**config.mk**
```make
export PLATFORM = sky130hd
export DESIGN_NAME = vgc_front_flat
export DESIGN_NICKNAME = d
export VERILOG_FILES = /design/src/sv/vgc_pkg.sv /design/src/sv/vgc_if.sv /design/src/sv/vgc_front.sv /design/src/flat_wrapper.sv
export SDC_FILE = /design/constraint.sdc
export NUM_CORES = 1
export LEC_CHECK = 0
export BUFFER_PORTS_ARGS = -buffer_cell sky130_fd_sc_hd__buf_4
export CAP_MARGIN = 20
export CORE_AREA = 2 2 90 156
export CTS_CLUSTER_DIAMETER = 80
export CTS_CLUSTER_SIZE = 10
export DETAILED_ROUTE_END_ITERATION = 6
export DIE_AREA = 0 0 92 158
export PLACE_DENSITY = 0.83
export SLEW_MARGIN = 10
export SYNTH_ARGS = -nofsm -noshare
export SYNTH_HDL_FRONTEND = slang
export SYNTH_SLANG_ARGS = --single-unit
```
**constraint.sdc**
```tcl
create_clock -name clk -period 9.3 [get_ports clk]
set_input_delay 1.395 -clock clk [delete_from_list [all_inputs] [get_ports clk]]
set_output_delay 1.395 -clock clk [all_outputs]
set_load 0.005 [all_outputs]
```
**src/sv/vgc_pkg.sv**
```systemverilog
package vgc_pkg;

    localparam int MAX_VOXELS = 256;
    localparam int COUNT_BITS = 20;
    localparam int IDX_W      = $clog2(MAX_VOXELS);
    localparam int USED_W     = IDX_W + 1;
    localparam int KEY_W      = 24;
    localparam int SUM_W      = 32 + COUNT_BITS;
    localparam int DIV_W      = SUM_W;
    localparam int DSR_W      = 32;
    localparam int EDGE_W     = 31;
    localparam int DIV_CNT_W  = $clog2(DIV_W);

    localparam logic [EDGE_W-1:0]     EDGE_MIN  = EDGE_W'(256);
    localparam logic [EDGE_W-1:0]     EDGE_RST  = EDGE_W'(65536);
    localparam logic [COUNT_BITS-1:0] COUNT_MAX = {COUNT_BITS{1'b1}};

    localparam logic       OP_ADD   = 1'b0;
    localparam logic       OP_FETCH = 1'b1;

    localparam logic [1:0] STATUS_OK    = 2'd0;
    localparam logic [1:0] STATUS_DROP  = 2'd1;
    localparam logic [1:0] STATUS_EMPTY = 2'd2;

    typedef struct packed {
        logic signed [KEY_W-1:0] kx;
        logic signed [KEY_W-1:0] ky;
        logic signed [KEY_W-1:0] kz;
    } key_t;

    typedef struct packed {
        logic               is_fetch;
        logic signed [31:0] px;
        logic signed [31:0] py;
        logic signed [31:0] pz;
    } item_t;

    typedef struct packed {
        key_t                    key;
        logic signed [SUM_W-1:0] sx;
        logic signed [SUM_W-1:0] sy;
        logic signed [SUM_W-1:0] sz;
        logic [COUNT_BITS-1:0]   cnt;
    } entry_t;

    function automatic logic key_less(input key_t a, input key_t b);
        logic r;
        if (a.kx != b.kx)
        begin
            r = (a.kx < b.kx);
        end
        else if (a.ky != b.ky)
        begin
            r = (a.ky < b.ky);
        end
        else
        begin
            r = (a.kz < b.kz);
        end
        return r;
    endfunction

endpackage

```
**src/sv/vgc_if.sv**
```systemverilog
interface vgc_in_if;
    import vgc_pkg::*;
    logic               valid;
    logic               ready;
    logic               opcode;
    logic signed [31:0] point_x;
    logic signed [31:0] point_y;
    logic signed [31:0] point_z;

    modport source (output valid, output opcode, output point_x, output point_y,
                    output point_z, input ready);
    modport sink (input valid, input opcode, input point_x, input point_y,
                  input point_z, output ready);
endinterface


```
**src/sv/vgc_front.sv**
```systemverilog
module vgc_front
    import vgc_pkg::*;
(
    input  logic       clk,
    input  logic       rst_n,
    vgc_in_if.sink     pts,
    output logic       q_valid,
    output item_t      q_item,
    input  logic       q_pop
);

    item_t      buf_reg [2];
    logic       wr_ptr_reg;
    logic       rd_ptr_reg;
    logic [1:0] cnt_reg;
    logic       push;
    logic       pop;

    assign pts.ready = (cnt_reg != 2'd2);
    assign push      = pts.valid && pts.ready;
    assign q_valid   = (cnt_reg != 2'd0);
    assign pop       = q_pop && q_valid;
    assign q_item    = buf_reg[rd_ptr_reg];

    always_ff @(posedge clk)
    begin
        if (push)
        begin
            buf_reg[wr_ptr_reg] <= '{is_fetch: (pts.opcode == OP_FETCH),
                                     px: pts.point_x, py: pts.point_y,
                                     pz: pts.point_z};
        end
    end

    always_ff @(posedge clk or negedge rst_n)
    begin
        if (!rst_n)
        begin
            wr_ptr_reg <= 1'b0;
            rd_ptr_reg <= 1'b0;
            cnt_reg    <= 2'd0;
        end
        else
        begin
            if (push)
            begin
                wr_ptr_reg <= ~wr_ptr_reg;
            end
            if (pop)
            begin
                rd_ptr_reg <= ~rd_ptr_reg;
            end
            cnt_reg <= cnt_reg + 2'(push) - 2'(pop);
        end
    end

endmodule

```
**src/flat_wrapper.sv**
```systemverilog
// flat-port wrapper written by rule: the top's interface ports become plain ports
module vgc_front_flat import vgc_pkg::*;
  (clk, rst_n, q_valid, q_item, q_pop, pts_valid, pts_opcode, pts_point_x, pts_point_y, pts_point_z, pts_ready);
  vgc_in_if pts_i ();
  input  logic clk;
  input  logic rst_n;
  output logic q_valid;
  output item_t q_item;
  input  logic q_pop;
  input wire logic [$bits(pts_i.valid)-1:0] pts_valid;
  input wire logic [$bits(pts_i.opcode)-1:0] pts_opcode;
  input wire logic [$bits(pts_i.point_x)-1:0] pts_point_x;
  input wire logic [$bits(pts_i.point_y)-1:0] pts_point_y;
  input wire logic [$bits(pts_i.point_z)-1:0] pts_point_z;
  output wire logic [$bits(pts_i.ready)-1:0] pts_ready;
  assign pts_i.valid = pts_valid;
  assign pts_i.opcode = pts_opcode;
  assign pts_i.point_x = pts_point_x;
  assign pts_i.point_y = pts_point_y;
  assign pts_i.point_z = pts_point_z;
  assign pts_ready = pts_i.ready;
  vgc_front u_core (.clk(clk), .rst_n(rst_n), .pts(pts_i), .q_valid(q_valid), .q_item(q_item), .q_pop(q_pop));
endmodule
```
# --- Word-level counts from Yosys, hierarchy flattened ---
# Memories as Yosys holds them, arrays and structs flattened.
# Cells that the tools add are included.
# Widths: inputs -> output; s select.
word_totals:
  ff_bits: 4
  ramBits: 194
  out_inout_bits: 99
  elab_cells: 14
  n_memories: 1
classes:
  n_addsub: 2
  eq_ne: 1
  mux: 2
  n_bitwise: 2
  n_reduce_logical: 3
memory_table:
  columns: ["memory", "depth", "word_bits", "rd", "rd_clocked_by_memory_dff", "write_ports", "line", "rtl"]
  rows:
  - ["u_core.buf_reg", 2, 97, 1, 0, 1, "vgc_front.sv:12", "item_t buf_reg [2];"]
op_table:
  columns: ["op", "count"]
  rows:
  - ["$add 2x1->2", 1]
  - ["$logic_and 1x1->1", 2]
  - ["$mux 1", 2]
  - ["$ne 2x2->1 const B", 1]
  - ["$not 1->1", 2]
  - ["$reduce_bool 2->1", 1]
  - ["$sub 2x1->2", 1]

# --- Depth between registers and ports, before layout ---
# Gate-level depths: netlist (run 1).
logic_depth:
  ltp_word: 4
  ltp_mapped: 7

# --- Least setup slack after synthesis (run 1) ---
# Ideal clock, no wire load.
synth_timing:
  path_kind: "input-to-reg"
  startpoint: "input port pts_valid"
  endpoint: "memory u_core.buf_reg[0][0] (netlist name) (enable)"
  setup_time_ps: 553
  arrival_ps: 5523
  path_slack_ps: 3224
  cell_stages: 2
  path_cell_list: "nand2_1 nor2_1"
synth_between:
  elab_chain_cells: 3
synth_lines:
  columns: ["item", "line", "rtl"]
  rows:
  - ["start, declared", "flat_wrapper.sv:10", "input wire logic [$bits(pts_i.valid)-1:0] pts_valid;"]
  - ["$logic_and 1x1->1", "vgc_front.sv:20", "assign push = pts.valid && pts.ready;"]
  - ["$mux 1", "vgc_front.sv:27", "if (push)"]
  - ["$mux 1 (implied by the code)", "vgc_front.sv:29", "buf_reg[wr_ptr_reg] <= '{is_fetch: (pts.opcode == OP_FETCH),"]
  - ["end, declared", "vgc_front.sv:12", null]
# No other way between the ends.

==> results.py, run 1 <==
metrics = {
    "sta": {
        "rsz0062_at_grt": "false",
        "finalSetupViolCount": 0,
        "tns_ns": 0,
        "fin_skew_ns": 0.00776,
        "whs_ns": 0.525,
        "fin_crit_ns": 4.01,
        "fin_crit_sh_pct": 43.1,
        "worstMarginPinSlew_ns": 0.883,
        "final_max_slew_viol_count": 0,
        "relSlewSlack_pct": 41.2,
        "hold_viol": 0,
        "fmaxAchievable_mhz": 250,
    },
    "logic_synthesis": {
        "synthesis.area_mm2": 0.00728,
        "synth_most_common_cell": "edfxtp_1",
        "synth_largest_area_cell": "edfxtp_1",
        "async_flop_share_pct": 2.02,
        "syn-num-nets": 424,
        "synth_common_cells": "edfxtp_1 (194), mux2_2 (77), mux2_4 (20)",
        "yosys.cell_types.count": 16,
        "synth_edf_count": 194,
        "synth_warnings": 0,
        "postSynthCellCount": 321,
        "synth_seq_area_share_pct": 81.4,
        "ys.flop_type": "edfxtp_1",
        "synth_area_leaders": "edfxtp_1 (80%), mux2_2 (12%), mux2_4 (4.1%)",
        "ys_seq_elements": 198,
        "netlist.area_leader.share_pct": 80.1,
        "synth_area_per_cell_um2": 22.7,
    },
    "cts": {
        "cts.sinks": 198,
        "ctsResizeCount": 0,
        "insertion_delay_ns": 0.41,
        "cts-root-buf": "clkbuf_16",
        "cts_tree": "built",
        "cts_made_buffers": 17,
        "postCtsSetupBuffers": 0,
        "postCtsHoldBufs": 0,
        "clockBufferDepth": 2,
        "clk_pin_slew_worst_paths_ns": 0.07,
        "htreeDepth": 4,
    },
    "setup_path": {
        "critical_path_class": "reg2out",
        "cp_max_fo": 61,
        "critPathLaunchType": "flip-flop",
        "slowest_delay_ns": 0.77,
        "crit_top_cell": "buf_4",
        "crit_slowest_cell": "dfrtp_4",
        "path_cells": "buf_4, mux2_2, buf_4",
        "crit_path_end_kind": "output pin",
        "cp.required_ns": 7.91,
        "arrival_ns": 2.61,
        "r2r_setup_slack_ns": 7.03,
    },
    "grt": {
        "grt_pass1_wl_um": 19700,
        "antenna_found_initial": 0,
        "grt_pass1_vias": 3866,
        "grt_max_degree": 62,
        "grt_overflow": 0,
        "grtUsageTotal_pct": 18.4,
    },
    "worst_hold_path": {
        "hold_class": "reg2reg",
    },
    "pwr": {
        "p_switching_uw": 751,
        "p_leak_nw": 3.61,
        "power.density_mw_per_mm2": 299,
        "p_comb_share_pct": 30.2,
        "ir_worst_vdd_v": 0.000358,
        "p_clk_share_pct": 23.9,
        "seqPwrFrac_pct": 45.9,
        "internal_power_mw": 2.09,
        "p_sw_share_pct": 26.4,
    },
    "die": {
        "num_rows": 56,
        "dieWidth_um": 92,
        "start_util_pct": 54.7,
        "die_area_mm2": 0.0145,
        "core_area_mm2": 0.0133,
        "die-height_um": 158,
        "ios": 200,
    },
    "route": {
        "drc": 0,
        "vias": 3610,
        "drt-total-wl_um": 13500,
        "drt_iter0_drc": 213,
        "dr.pass1.iters": 4,
        "vias_per_cell": 5.02,
        "wl_per_cell_um": 18.7,
        "ant_nets": 0,
    },
    "final_layout": {
        "instances_no_fill": 719,
        "final_cell_area_mm2": 0.00951,
        "nFillCells": 834,
        "layout-drive-gt1-share_pct": 61.1,
        "antenna_cells": 0,
        "nets": 635,
        "syn2layout_area_growth_pct": 30.7,
        "largest_reg_flops": 194,
    },
    "placed_design": {
        "dpl_cell_area_mm2": 0.00895,
        "dp_cells": 687,
        "portBuffers": 199,
        "gp_congestion": 0.800,
        "hpwlAfterDp_um": 9170,
    },
    "run_status": {
        "status": "finished, final reports clean",
    },
    "run": {
        "max_cap_violations": 0,
    },
}
-- power by group through the flow --
stage | Combinational [mW] | Sequential [mW] | Clock [mW]
after global routing | 0.923 | 1.32 | 0.732
after floorplan | 0.494 | 1.29 | 0
after detailed placement | 0.873 | 1.32 | 0
after CTS | 0.877 | 1.31 | 0.697
after global placement | 0.856 | 1.31 | 0
final | 0.859 | 1.30 | 0.680
-- final cells by class --
type	instances	area, um^2	area share, %
clock buffer	20	437	4.59
clock inverter	12	119	1.25
inverter	3	11.3	0.118
multi-input combinational	109	1270	13.4
sequential	198	5930	62.3
tap	174	218	2.29
timing repair buffer	203	1520	16.0
-- routing by layer --
layer	vias to the layer above	GRT usage (%)	part of all wire (%)
li1	1690	-	-
met1	1763	19.7	35
met2	130	33.4	58
met3	27	4.33	4.8
met4	0	9.81	3.1
met5	-	0	0
-- final timing paths --
| check | startpoint | to | depth (start not counted) |
|---|---|---|---|
| hold / removal | u_core.cnt_reg[1] | u_core.cnt_reg[1] | 1 |
| setup / recovery | u_core.rd_ptr_reg | q_item[36] | 3 |
| max in group asynchronous | rst_n | u_core.rd_ptr_reg | 1 |
| hold reg to reg | u_core.cnt_reg[1] | u_core.cnt_reg[1] | 1 |
| setup reg to reg | u_core.cnt_reg[1] | u_core.buf_reg[1][66] | 3 |
| min in group asynchronous | rst_n | u_core.wr_ptr_reg | 1 |
-- layout by cell type, fill, tap and decap left out, types with 3 or more instances in the layout --
cell type   count
mux2_2         77
inv_1           3
xnor2_1         3
edfxtp_1      194
dfrtp_1         3
mux2_4         20
clkinvlp_4      4
clkbuf_16      17
clkbuf_1        3
buf_4         203
-- cells by family after synthesis --
kind of cell / share of synthesized area (%)
DFF: 81.4
muxes: 16.0
buffers and inverters: 1.26
and+or+nand+nor: 0.447
xor gates and xnor gates: 0.482
adders and majority gates: 0.344
-- worst max-delay path: cells and delay by family, from the launching register on --
family,cells,cell delay [ns]
buffers and inverters,2,0.91
flip-flops,1,0.77
multiplexers,1,0.45
-- metrics by stage --
stage	utilization [%]	total power, mW	setup WS, ns
floorplan	-	1.79	3.22
global placement	67.3	2.17	5.76
detailed placement	67.3	2.20	5.72
CTS	71.4	2.88	5.25
global route	71.4	2.98	5.14
finish	71.4	2.84	5.29
(Power assumes the default switching activity.)
==> run 2, diff against run 1 <==
--- a/config.mk
+++ b/config.mk
@@ -5,14 +5,15 @@
 export SDC_FILE = /design/constraint.sdc
 export NUM_CORES = 1
 export LEC_CHECK = 0
+export ABC_AREA = 1
 export BUFFER_PORTS_ARGS = -buffer_cell sky130_fd_sc_hd__buf_4
 export CAP_MARGIN = 20
-export CORE_AREA = 2 2 90 156
+export CORE_AREA = 2 2 98 170
 export CTS_CLUSTER_DIAMETER = 80
 export CTS_CLUSTER_SIZE = 10
 export DETAILED_ROUTE_END_ITERATION = 6
-export DIE_AREA = 0 0 92 158
-export PLACE_DENSITY = 0.83
+export DIE_AREA = 0 0 100 172
+export PLACE_DENSITY = 0.74
 export SLEW_MARGIN = 10
 export SYNTH_ARGS = -nofsm -noshare
 export SYNTH_HDL_FRONTEND = slang
==> constraint.sdc (replaced) <==
create_clock -name clk -period 3.5 [get_ports clk]
set_input_delay 0.525 -clock clk [delete_from_list [all_inputs] [get_ports clk]]
set_output_delay 0.525 -clock clk [all_outputs]
set_load 0.005 [all_outputs]
==> run 2 against run 1 <==
  * Final cell count is 31% higher
  * Core utilization is 11 points lower
  * Clock power grew to 2.9 times the previous value
  * Synthesized area is 0.10% higher
  * Global-route usage is 1.2 points lower
  * Non-clock buffer count is 1 higher
  * Critical path type unchanged
  * Register-to-register slack worse by 5.5 ns
==> results.py, run 2 <==
metrics = {
    "run_status": {
        "status": "finished, final reports clean",
    },
    "run": {
        "max_cap_violations": 0,
    },
    "die": {
        "die_area_mm2": 0.0172,
        "core_area_mm2": 0.0159,
        "ios": 200,
        "dieWidth_um": 100,
        "start_util_pct": 45.9,
        "die-height_um": 172,
        "num_rows": 61,
    },
    "cts": {
        "clk_pin_slew_worst_paths_ns": 0.07,
        "cts-root-buf": "clkbuf_16",
        "ctsResizeCount": 0,
        "cts_tree": "built",
        "htreeDepth": 4,
        "cts_made_buffers": 17,
        "cts.sinks": 198,
        "postCtsSetupBuffers": 0,
        "clockBufferDepth": 2,
        "insertion_delay_ns": 0.41,
    },
    "sta": {
        "hold_viol": 0,
        "fin_crit_ns": 2.86,
        "worstMarginPinSlew_ns": 0.982,
        "finalSetupViolCount": 0,
        "rsz0062_at_grt": "false",
        "fin_skew_ns": 0.00825,
        "tns_ns": 0,
        "fmaxAchievable_mhz": 350,
        "fin_crit_sh_pct": 81.7,
        "relSlewSlack_pct": 34.5,
        "final_max_slew_viol_count": 0,
    },
    "placed_design": {
        "dp_cells": 910,
        "dpl_cell_area_mm2": 0.00895,
        "portBuffers": 199,
        "gp_congestion": 0.732,
        "hpwlAfterDp_um": 9750,
    },
    "logic_synthesis": {
        "synthesis.area_mm2": 0.00728,
        "async_flop_share_pct": 2.02,
        "ys.flop_type": "edfxtp_1",
        "synth_most_common_cell": "nand2_1",
        "synthXorXnorAreaFrac_pct": 0,
        "synth-simple-area-share_pct": 15.9,
        "synth_largest_area_cell": "edfxtp_1",
        "synth-adder-area-share_pct": 0.344,
        "synth_top_family_by_area": "simple AND/OR/NAND/NOR gates",
        "synth_edf_count": 194,
        "yosys.cell_types.count": 11,
        "syn-num-nets": 642,
        "synth_mux_area_share_pct": 0,
        "synth-compound-area-share_pct": 0,
        "netlist.area_leader.share_pct": 80.0,
        "synth_area_per_cell_um2": 13.5,
        "ys_seq_elements": 198,
        "postSynthCellCount": 539,
        "synth_area_leaders": "edfxtp_1 (80%), nand2_1 (16%), dfrtp_1 (1.4%)",
        "synth_common_cells": "nand2_1 (304), edfxtp_1 (194), buf_2 (14)",
        "synth_seq_area_share_pct": 81.3,
        "synth_warnings": 0,
    },
    "pwr": {
        "ir_worst_vdd_v": 0.000549,
        "power.density_mw_per_mm2": 822,
        "p_leak_nw": 4.10,
        "fin_total_pwr_mw": 7.86,
    },
    "setup_path": {
        "arrival_ns": 2.33,
        "crit_path_end_kind": "output pin",
        "critical_path_class": "reg2out",
        "critPathLaunchType": "flip-flop",
        "cp_max_fo": 98,
        "cp.required_ns": 2.97,
    },
    "grt": {
        "antenna_found_initial": 0,
        "grt_max_degree": 99,
        "grt_pass1_wl_um": 22300,
        "grt_overflow": 0,
        "grt_pass1_vias": 4565,
        "grtUsageTotal_pct": 17.2,
    },
    "route": {
        "drc": 0,
        "ant_nets": 0,
        "drt_iter0_drc": 211,
        "drt-total-wl_um": 14900,
        "wl_per_cell_um": 15.8,
        "vias": 4529,
        "vias_per_cell": 4.80,
        "dr.pass1.iters": 4,
    },
    "final_layout": {
        "instances_no_fill": 943,
        "final_cell_mix": "nand2_1 (304), buf_4 (201), edfxtp_1 (194)",
        "largest_reg_flops": 194,
        "layout-drive-gt1-share_pct": 31.3,
        "final_common_cell": "nand2_1",
        "antenna_cells": 0,
        "syn2layout_area_growth_pct": 31.3,
        "nets": 844,
        "final_cell_area_mm2": 0.00956,
    },
    "worst_hold_path": {
        "hold_class": "in2reg",
    },
}
run 2: cell types whose count changed after synthesis, sizes merged, moves of 3 or more:
| cell | change |
|---|---|
| nand2 | +303 |
| buf | +10 |
| nand3 | +3 |
| xnor2 | -3 |
| mux2 | -97 |
| inv | +7 |
run 2: path summary, 6_finish.rpt:
| check | from | to | slack (ns) | depth (start not counted) |
|---|---|---|---|---|
| worst max-delay path | u_core.rd_ptr_reg | q_item[66] | 0.64 | 4 |
| worst min-delay path | pts_point_x[12] | u_core.buf_reg[1][76] | 0.29 | 1 |
| worst max register to register | u_core.cnt_reg[1] | u_core.buf_reg[1][75] | 1.56 | 4 |
| worst min register to register | u_core.wr_ptr_reg | u_core.wr_ptr_reg | 0.50 | 2 |
| max in group asynchronous | rst_n | u_core.rd_ptr_reg | 2.92 | 2 |
| min in group asynchronous | rst_n | u_core.cnt_reg[0] | 0.46 | 2 |
run 2: cell families after synthesis:
family                     Yosys count
DFF                                198
and+or+nand+nor                    308
buffers and inverters               31
adders and majority gates            2
run 2: per-layer routing:
layer	global-route usage [%]	vias to the layer above	wire (um)
met5	0	-	0
met4	7.56	0	388
met3	4.69	22	882
met2	31.0	155	8270
met1	18.6	2140	5340
li1	-	2212	-
run 2: through the flow:
step | utilization [%] | hold slack, ns | setup slack, ns
2_1_floorplan | - | 0.229 | 0.543
3_5_place_dp | 56.4 | 0.329 | 1.03
3_3_place_gp | 56.4 | 0.325 | 1.09
6_report | 60.2 | 0.290 | 0.640
5_1_grt | 60.2 | 0.270 | 0.472
4_1_cts | 60.2 | 0.272 | 0.563
run 2: where the power goes:
part / switching, mW / internal, mW / leakage [nW]
registers: 0.198 / 3.23 / 1.85
clock network: 0.838 / 1.14 / 0.287
logic: 1.37 / 1.09 / 1.96
total: 2.41 / 5.46 / 4.10
run 2: final cells by class:
cell class,instances,area [um^2]
clock buffers,19,433
clock inverters,13,170
fillers,1249,6310
repair buffers,204,1560
multi-input cells,310,1190
inverters,10,42.5
well taps,189,236
flip-flops and latches,198,5930
run 2: timing repair:
item                                    in CTS  in global routing
hold buffers                                 1                  0
endpoints found under the hold margin        4                  0
endpoints found under the setup margin       0                  0
run 2: worst max-delay path, stage by stage (launching register included):
cell	delay, ns
dfrtp_4	0.68
inv_4	0.79
nand2_1	0.17
nand2_1	0.13
buf_4	0.11
